## src/sv/sds_pkg.sv

```systemverilog
package sds_pkg;

    localparam int MAX_SPRITES_DEF = 64;
    localparam int COORD_BITS_DEF  = 16;

    localparam int COORD_FIELD_W = 16;
    localparam int INDEX_FIELD_W = 6;
    localparam int DIST_FIELD_W  = 33;

    localparam logic [1:0] OP_CLEAR  = 2'd0;
    localparam logic [1:0] OP_APPEND = 2'd1;
    localparam logic [1:0] OP_FRAME  = 2'd2;

    typedef struct packed {
        logic [1:0]               opcode;
        logic [COORD_FIELD_W-1:0] coord_x;
        logic [COORD_FIELD_W-1:0] coord_y;
    } in_t;

    typedef struct packed {
        logic [INDEX_FIELD_W-1:0] sprite_index;
        logic [DIST_FIELD_W-1:0]  distance;
        logic                     last;
    } out_t;

    // Work memory read address source
    typedef enum logic [1:0] {
        RD_I,
        RD_I1,
        RD_J,
        RD_J1
    } rd_sel_t;

    typedef struct packed {
        logic    clear_count;
        logic    append;
        logic    capture;
        logic    pos_rd;
        logic    calc_diff;
        logic    calc_sq;
        logic    dist_wr;
        logic    i_clear;
        logic    i_inc;
        logic    j_clear;
        logic    j_inc;
        logic    j_from_i;
        logic    work_rd;
        rd_sel_t rd_sel;
        logic    load_holder;
        logic    cmp_step;
        logic    store_holder;
        logic    out_load;
    } cmd_t;

    typedef struct packed {
        logic count_zero;
        logic n_one;
        logic j_last;
        logic i_last;
        logic out_free;
    } sts_t;

endpackage

```

## src/sv/sds_ctrl.sv

```systemverilog
module sds_ctrl (
    input  logic         clk,
    input  logic         rst_n,
    input  logic         in_valid,
    output logic         in_ready,
    input  logic [1:0]   opcode,
    input  sds_pkg::sts_t sts,
    output sds_pkg::cmd_t cmd
);

    import sds_pkg::*;

    typedef enum logic [10:0] {
        ST_IDLE    = 11'b00000000001,
        ST_D_RD    = 11'b00000000010,
        ST_D_SUB   = 11'b00000000100,
        ST_D_MUL   = 11'b00000001000,
        ST_D_WR    = 11'b00000010000,
        ST_S_START = 11'b00000100000,
        ST_S_LOAD  = 11'b00001000000,
        ST_S_CMP   = 11'b00010000000,
        ST_S_STORE = 11'b00100000000,
        ST_E_START = 11'b01000000000,
        ST_E_OUT   = 11'b10000000000
    } state_t;

    state_t state_reg;
    state_t state_next;

    always_ff @(posedge clk or negedge rst_n)
    begin
        if (!rst_n)
        begin
            state_reg <= ST_IDLE;
        end
        else
        begin
            state_reg <= state_next;
        end
    end

    always_comb
    begin
        state_next = state_reg;
        cmd        = '0;
        in_ready   = 1'b0;
        case (state_reg)
            ST_IDLE:
            begin
                in_ready = 1'b1;
                if (in_valid)
                begin
                    case (opcode)
                        OP_CLEAR:  cmd.clear_count = 1'b1;
                        OP_APPEND: cmd.append = 1'b1;
                        OP_FRAME:
                        begin
                            if (!sts.count_zero)
                            begin
                                cmd.capture = 1'b1;
                                cmd.j_clear = 1'b1;
                                state_next  = ST_D_RD;
                            end
                        end
                        default: ;
                    endcase
                end
            end
            ST_D_RD:
            begin
                cmd.pos_rd = 1'b1;
                state_next = ST_D_SUB;
            end
            ST_D_SUB:
            begin
                cmd.calc_diff = 1'b1;
                state_next    = ST_D_MUL;
            end
            ST_D_MUL:
            begin
                cmd.calc_sq = 1'b1;
                state_next  = ST_D_WR;
            end
            ST_D_WR:
            begin
                cmd.dist_wr = 1'b1;
                if (!sts.j_last)
                begin
                    cmd.j_inc  = 1'b1;
                    state_next = ST_D_RD;
                end
                else if (sts.n_one)
                begin
                    // single sprite: nothing to sort, read it back for output
                    cmd.j_clear = 1'b1;
                    state_next  = ST_S_STORE;
                end
                else
                begin
                    cmd.i_clear = 1'b1;
                    state_next  = ST_S_START;
                end
            end
            ST_S_START:
            begin
                cmd.work_rd = 1'b1;
                cmd.rd_sel  = RD_I;
                state_next  = ST_S_LOAD;
            end
            ST_S_LOAD:
            begin
                cmd.load_holder = 1'b1;
                cmd.j_from_i    = 1'b1;
                cmd.work_rd     = 1'b1;
                cmd.rd_sel      = RD_I1;
                state_next      = ST_S_CMP;
            end
            ST_S_CMP:
            begin
                cmd.cmp_step = 1'b1;
                if (sts.j_last)
                begin
                    state_next = ST_S_STORE;
                end
                else
                begin
                    cmd.j_inc   = 1'b1;
                    cmd.work_rd = 1'b1;
                    cmd.rd_sel  = RD_J1;
                end
            end
            ST_S_STORE:
            begin
                if (sts.n_one)
                begin
                    cmd.work_rd = 1'b1;
                    cmd.rd_sel  = RD_J;
                    state_next  = ST_E_OUT;
                end
                else
                begin
                    cmd.store_holder = 1'b1;
                    if (sts.i_last)
                    begin
                        cmd.j_clear = 1'b1;
                        state_next  = ST_E_START;
                    end
                    else
                    begin
                        cmd.i_inc   = 1'b1;
                        cmd.work_rd = 1'b1;
                        cmd.rd_sel  = RD_I1;
                        state_next  = ST_S_LOAD;
                    end
                end
            end
            ST_E_START:
            begin
                // read entry 0 once the final holder write has landed
                cmd.work_rd = 1'b1;
                cmd.rd_sel  = RD_J;
                state_next  = ST_E_OUT;
            end
            ST_E_OUT:
            begin
                if (sts.out_free)
                begin
                    cmd.out_load = 1'b1;
                    if (sts.j_last)
                    begin
                        state_next = ST_IDLE;
                    end
                    else
                    begin
                        cmd.j_inc   = 1'b1;
                        cmd.work_rd = 1'b1;
                        cmd.rd_sel  = RD_J1;
                    end
                end
            end
            default: state_next = ST_IDLE;
        endcase
    end

endmodule

```

## config.mk

```make
export PLATFORM = sky130hd
export DESIGN_NAME = sds_ctrl
export DESIGN_NICKNAME = d
export VERILOG_FILES = /design/src/sv/sds_pkg.sv /design/src/sv/sds_ctrl.sv
export SDC_FILE = /design/constraint.sdc
export NUM_CORES = 1
export LEC_CHECK = 0
export BUFFER_PORTS_ARGS = -buffer_cell sky130_fd_sc_hd__buf_4
export CORE_MARGIN = 2
export CORE_UTILIZATION = 39
export CTS_CLUSTER_SIZE = 10
export DETAILED_ROUTE_END_ITERATION = 10
export GPL_ROUTABILITY_DRIVEN = 0
export PLACE_DENSITY = 0.77
export RECOVER_POWER = 25
export REMOVE_ABC_BUFFERS = 1
export SLEW_MARGIN = 20
export SYNTH_ARGS = -nofsm -noshare
export SYNTH_HDL_FRONTEND = slang
export SYNTH_SLANG_ARGS = --single-unit
export TNS_END_PERCENT = 5
```

## constraint.sdc

```tcl
create_clock -name clk -period 3.5 [get_ports clk]
set_input_delay 0.35 -clock clk [delete_from_list [all_inputs] [get_ports clk]]
set_output_delay 0.35 -clock clk [all_outputs]
set_load 0.02 [all_outputs]
```

* Yosys cells after proc, flatten, opt, wreduce, memory -nomap -nowiden
Index checks and enable logic that the tools add are counted.
Operators by class: eq/ne operators 19, muxes and demuxes 45, reduce and logical (&&, ||, !) cells 3
Operators with widths (number):
- one-hot mux 11 bit (11 select lines) | 1
- 2-to-1 mux 11 bit | 8
- 2-to-1 mux 1 bit | 23
- 2-to-1 mux 3 bit | 6
- one-hot mux 3 bit (6 select lines) | 1
- equality test 11 x 1 -> 1 bit (second input constant) | 1
- equality test 11 x 10 -> 1 bit (second input constant) | 1
- equality test 11 bit (second input constant) | 1
- equality test 11 x 2 -> 1 bit (second input constant) | 1
- equality test 11 x 3 -> 1 bit (second input constant) | 1
- equality test 11 x 4 -> 1 bit (second input constant) | 1
- equality test 11 x 5 -> 1 bit (second input constant) | 1
- equality test 11 x 6 -> 1 bit (second input constant) | 1
- equality test 11 x 7 -> 1 bit (second input constant) | 1
- equality test 11 x 8 -> 1 bit (second input constant) | 1
- equality test 11 x 9 -> 1 bit (second input constant) | 1
- 2-to-1 mux 10 bit | 1
- inequality test 2 bit (second input constant) | 5
- 2-to-1 mux 9 bit | 1
- AND reduction 6 bit | 1
- 2-to-1 mux 2 bit | 2
- one-hot mux 1 bit (3 select lines) | 1
- equality test 2 x 1 -> 1 bit (second input constant) | 1
- equality test 2 bit (second input constant) | 1
- 4 further kinds | 4
Storage, ports and cells: flip-flop bits (word level) 11, output and inout port bits 20, word-level logic and storage cells 68

* Logic depth before layout (Yosys ltp)
Gate-level depths: netlist (run 1).
word-level depth 4, gate-level depth with buffers 8, depth with buffers taken out 6

* Least setup slack after synthesis (run 1)
Ideal clock, no wire load.
path kind reg2out, start reg state_reg[2], end out cmd[9] in the netlist's numbering, arrival time 2.463 ns, required time 3.150 ns, setup slack 0.687 ns, cell stages (with the launch flop) 7, path buffers 1, cells stage by stage dfrtp_1 > or4_1 > clkbuf_1 > or3_1 > nor3_1 > and2_1 > or3b_1
RTL lines:
- start: declaration | RTL line sds_ctrl.sv:27 | state_t state_reg;
- start signal: assignment | RTL line sds_ctrl.sv:38 | state_reg <= state_next;
- end: declaration | RTL line sds_ctrl.sv:8 | output sds_pkg::cmd_t cmd

==> results of run 1 <==
[cell families after synthesis]
group / share of synthesized area [%]
flops: 34.4
compound gates: 11.5
xor+xnor: 1.09
buf+inv: 6.23
simple gates: 46.7
[synthesized netlist by cell type, drive strengths merged (2+ instances only)]
cell and number:
or4 3, nand4b 3, nor4b 3, and2 2, inv 5, dfrtp 10
nor3 5, nand2 4, nor2b 5, nor2 5, o21ai 2, and2b 2
clkbuf 2, nand2b 5, a21oi 5, nor4 4, or3b 2, or2 2
or3 5, buf 2
[area by class of cell]
type                            instances  area, sq um
Timing Repair Buffer                   30          224
Clock buffer                            4         26.3
Multi-Input combinational cell         70          477
Inverter                                6         23.8
Sequential cell                        11          277
Fill cell                             195          901
Tap cell                               27         33.8
[worst max-delay path: stages (launching register included)]
cell	delay (ns)
dfrtp_1	0.41
or4_4	0.57
or2_1	0.32
or4_4	0.55
nor4b_2	0.27
buf_4	0.18
[worst min path at each step]
stage                     startpoint       endpoint  slack, ns  cells past startpoint
after global placement         rst_n   state_reg[3]       0.19                      1
after detailed placement       rst_n   state_reg[3]       0.19                      1
after CTS                     sts[3]   state_reg[5]       0.29                      2
final                         sts[3]   state_reg[5]       0.30                      2
after global routing          sts[3]   state_reg[5]       0.30                      2
after floorplan                rst_n  state_reg[10]       0.05                      0
[power by group through the flow]
stage	Clock [mW]	Sequential (mW)	Combinational, mW
2_1_floorplan	0	0.165	0.148
3_3_place_gp	0	0.168	0.206
3_5_place_dp	0	0.170	0.210
4_1_cts	0.0899	0.167	0.212
5_1_grt	0.0948	0.173	0.230
6_report	0.0866	0.168	0.208
[metal layers]
metal  wire, microns  vias to the layer above  global-route usage [%]
met5               0                        -                       0
met4              14                        0                    8.33
met3             102                        2                   0.920
met2             887                       29                    29.1
met1             885                      354                    24.6
li1                -                      400                       -
==> run metrics, run 1 <==
status finished clean; ranking of synthesized cells by area dfrtp_1 31%, nand2b_1 3.9%, nor2b_1 3.9%; initial antenna violation count 0; vias about 800; Root Driver clkbuf_4; area share of the largest cell type after synthesis 31.2%; die area between 2000 and 2500 sq um; Post-synth ARST share 100%; Synth Flop Type dfrtp_1; FF-to-FF End state_reg[10]; Synth Area per Inst a little under 9 sq um; final worst slack around 0.57 ns; CP Class flop to primary output; Yosys cell types 43; final instance area about 1100 sq um; n_diodes 0; Syn Std Cell Area around 800 sq um; crit path launch type flop; Reg2Reg Depth 5; Max-cap violations 0; Worst Setup SP state_reg[4]; Residual DRC 0; mean routed wirelength per cell between 10 and 15 microns; CORE AREA 1960 sq um; CP max FO 7; DP HPWL ~1.5 mm; P&R area growth vs syn 32.1%; flop2flop setup slack 1.25 ns; NumNets Final ~130; Hold Crit Class primary input to flop; clock share of power a little under a fifth; TNS Setup 0 ns; Max VDD drop approximately 0.26 mV; deepest clock path buffer count 2; Peak Freq around 340 MHz; initial DRC count 8; Fin Hold WS 0.303 ns; GRT Total Usage between 10% and 20%; relative slew slack 59.6%; hold_buf cts 1; number of synthesized register bits 11; Syn Inst Count approximately 90; H-tree depth 1; final design utilization 54.1%; Worst Setup EP cmd[18]; min cycle time layout 2.93 ns; sequential-to-total area share from yosys stat about a third; first-pass GRT wire length 3.37 mm; non-filler cells in the finished layout ~150; share of layout cells above drive strength 1 about a third; synth warn 0; DP Cell Count approximately 140; clock sinks 11; Top-Level Pins 30; global route overflow 0; clk slew on worst S/H paths ~0.07 ns; number of synthesized flops with an enable pin 0; Total Power 463 uW; IO Port Bufs 29; CTS resizes 0; Comb power frac approximately 45%; sw power 178 uW; Seq pwr share 36.4%; Starting Density slightly above 40%; RSZ-0062 raised after global routing no; commonest non-fill, non-tap cell in the layout buf_4; Power Dens Cells ~440 nW/um^2; commonest non-fill, non-tap cells in the layout 28 x buf_4, 10 x dfrtp_1; vias in the first global route ~760; first-pass detailed-route iteration total 5; die extent in x around 50 microns; post-CTS setup buffer count 0; DR vias/cell 5.30; Int Pwr between 200 and 300 uW; Worst Skew 0.00248 ns; pre-CTS setup slack between 0.8 and 0.9 ns; row cnt 16; post-synth top area cell dfrtp_1; clock tree from TritonCTS yes; largest net degree at the start of global routing 12; Total Wirelength roughly 1.9 mm; post-route ant nets 0; worst r2r src state_reg[4]; max reg flops 11; Placed Area ~1000 sq um; Max Slew Vio Count 0; WP data arrival around 2.6 ns; clock latency on the worst-skew pair between 0.2 and 0.3 ns; crit share post-route roughly 84%; CP Data Required Time 3.15 ns; final setup fails 0; Worst-Margin Slew between 0.6 and 0.7 ns; die height between 40 and 50 microns; cts bufs inserted 3; CP endpoint kind primary output; final hold vios 0; leakage approximately 0.55 nW; Switching Fraction between 30% and 40%
No activity file was read; power rests on OpenSTA's default activity.
==> inputs of run 2 (changes only) <==
- clock period: 3.5 -> 2.71 ns (I/O delays scaled with it)
==> run 2 against run 1 <==
Net effect: sequential share of layout area decreased by 1.7 points; hold slack got worse by 0.066 ns; total power increased by 40%; routed wire length increased by 7.9%; clock skew decreased by 0.0023 ns; non-clock buffer count increased by 5; critical endpoint is now cmd[9].
==> run metrics, run 2 (synthesized netlist as in run 1, its figures left out) <==
Residual DRC 0 (unchanged); DP HPWL 1.58 mm (+4.4%); Worst Skew 0.000139 ns (-0.00234 ns); Comb power frac 48.8% (+3.9 points); hold path start sts[2]; final hold vios 0 (unchanged); Min-Delay Path Depth 2 (unchanged); sw power 246 uW (+39%); clock tree from TritonCTS yes; die height 49.4 microns (unchanged); Hold Crit Class primary input to flop; share of layout cells above drive strength 1 44.4% (+9.7 points); Int Pwr 400 uW (+40%); initial antenna violation count 0 (unchanged); Peak Freq between 300 and 400 MHz; Worst Hold Path EP state_reg[7]; Total Wirelength 2.04 mm (+7.9%); clock sinks 11 (unchanged); deepest clock path buffer count 2 (unchanged); row cnt 16 (unchanged); final setup fails 0 (unchanged); NumNets Final 137 (+3.8%); CP Class flop to primary output; min cycle time layout 2.65 ns; GRT Total Usage 18.5% (+0.57 points); largest net degree at the start of global routing 12 (unchanged); global route overflow 0 (unchanged); RSZ-0062 raised after global routing yes; Max VDD drop 0.377 mV (+45%); Seq pwr share 33.8% (-2.6 points); clock share of power 17.4% (-1.3 points); Reg2Reg Depth 6 (+1); cts bufs inserted 3 (unchanged); H-tree depth 1 (unchanged); n_diodes 0 (unchanged); relative slew slack 58.8% (-0.86 points); CP Data Required Time 2.44 ns (-0.71 ns); clk slew on worst S/H paths 0.07 ns (about the same); DR vias/cell 5.34 (+0.68%); Starting Density 40.9% (unchanged); vias 817 (+4.1%); Max Slew Vio Count 0 (unchanged); leakage 0.588 nW (+6.5%); max reg flops 11 (unchanged); mean routed wirelength per cell 13.3 microns (+4.4%); Worst Setup SP state_reg[4]; Power Dens Cells 564 nW/um^2 (+29%); status finished clean; CP max FO 5 (-2); crit path launch type flop; vias in the first global route 826 (+8.3%); CORE AREA 1960 sq um (unchanged); post-route ant nets 0 (unchanged); Max-cap violations 0 (unchanged); worst r2r src state_reg[4]; first-pass GRT wire length 3.49 mm (+3.5%); IO Port Bufs 29 (unchanged); TNS Setup 0 ns (unchanged); WP data arrival 2.38 ns (-0.20 ns); Total Power 646 uW (+40%); first-pass detailed-route iteration total 4 (-1); initial DRC count 14 (+6); flop2flop setup slack 0.52 ns (-0.73 ns); Worst-Margin Slew 0.618 ns (+0.0128 ns); commonest non-fill, non-tap cell in the layout buf_4; clock latency on the worst-skew pair 0.27 ns (about the same); die extent in x 49.4 microns (unchanged); commonest non-fill, non-tap cells in the layout 33 x buf_4, 8 x dfrtp_1; die area 2440 sq um (unchanged); FF-to-FF End state_reg[10]; Root Driver clkbuf_4; P&R area growth vs syn 42.7%; crit share post-route between 90% and 100%; Switching Fraction 38.1% (-0.24 points); Top-Level Pins 30 (unchanged); CP endpoint kind primary output
[run 2: cell types whose count changed in the layout (fill, tap and decap cells not counted), moves of 2 or more]
cell / delta
dfrtp_1: -2
or3_1: -2
or3_4: +2
dfrtp_2: +2
buf_4: +5
[run 2: power by group through the flow]
stage	Sequential [mW]	Combinational, mW	Clock [mW]
after detailed placement	0.219	0.272	0
after CTS	0.217	0.303	0.116
after global routing	0.225	0.337	0.124
final	0.219	0.315	0.112
after floorplan	0.213	0.191	0
after global placement	0.217	0.267	0
[run 2: cell type report]
class,count,area (sq um)
Timing Repair Buffer,35,262
Clock buffer,4,26.3
Tap cell,27,33.8
Multi-Input combinational cell,70,522
Fill cell,183,816
Inverter,6,23.8
Sequential cell,11,279
[run 2: worst max-delay path by stage]
stage | to | cells past startpoint
3_5_place_dp | cmd[18] | 5
3_3_place_gp | cmd[18] | 5
6_report | cmd[9] | 7
5_1_grt | cmd[9] | 6
2_1_floorplan | cmd[9] | 5
4_1_cts | cmd[18] | 5
[run 2: metrics by stage]
| step | setup slack [ns] | instances | hold slack [ns] | instance area, sq um | utilization, % |
|---|---|---|---|---|---|
| final | 0.0584 | 153 | 0.237 | 1150 | 58.4 |
| after global routing | -0.00193 | 153 | 0.239 | 1150 | 58.4 |
| after CTS | 0.0224 | 152 | 0.210 | 1110 | 56.4 |
| after detailed placement | 0.168 | 144 | 0.114 | 1040 | 52.8 |
| after global placement | 0.189 | 144 | 0.112 | 1040 | 52.8 |
| after floorplan | 0.00681 | 87 | -0.0246 | 777 | - |
[run 2: metal layers]
metal  track usage, %  share of wire [%]
met1             22.6                 47
met2             30.9                 47
met3             3.37                4.8
met4             9.72                1.9
met5                0                  0
[run 2: timing repair]
action                     4_1_cts  5_1_grt
gates resized for setup          3        8
hold buffers                     1        0
pin swaps                        1        1
buffers inserted                 3        1
setup endpoints to repair        6        6
hold endpoints to repair        10        0
[run 2: critical path: stages, from the launching register on]
cell	delay (ns)
dfrtp_1	0.38
or4_4	0.57
or2_4	0.26
or4_4	0.46
clkinv_2	0.08
and2_4	0.13
or3b_1	0.10
buf_4	0.13
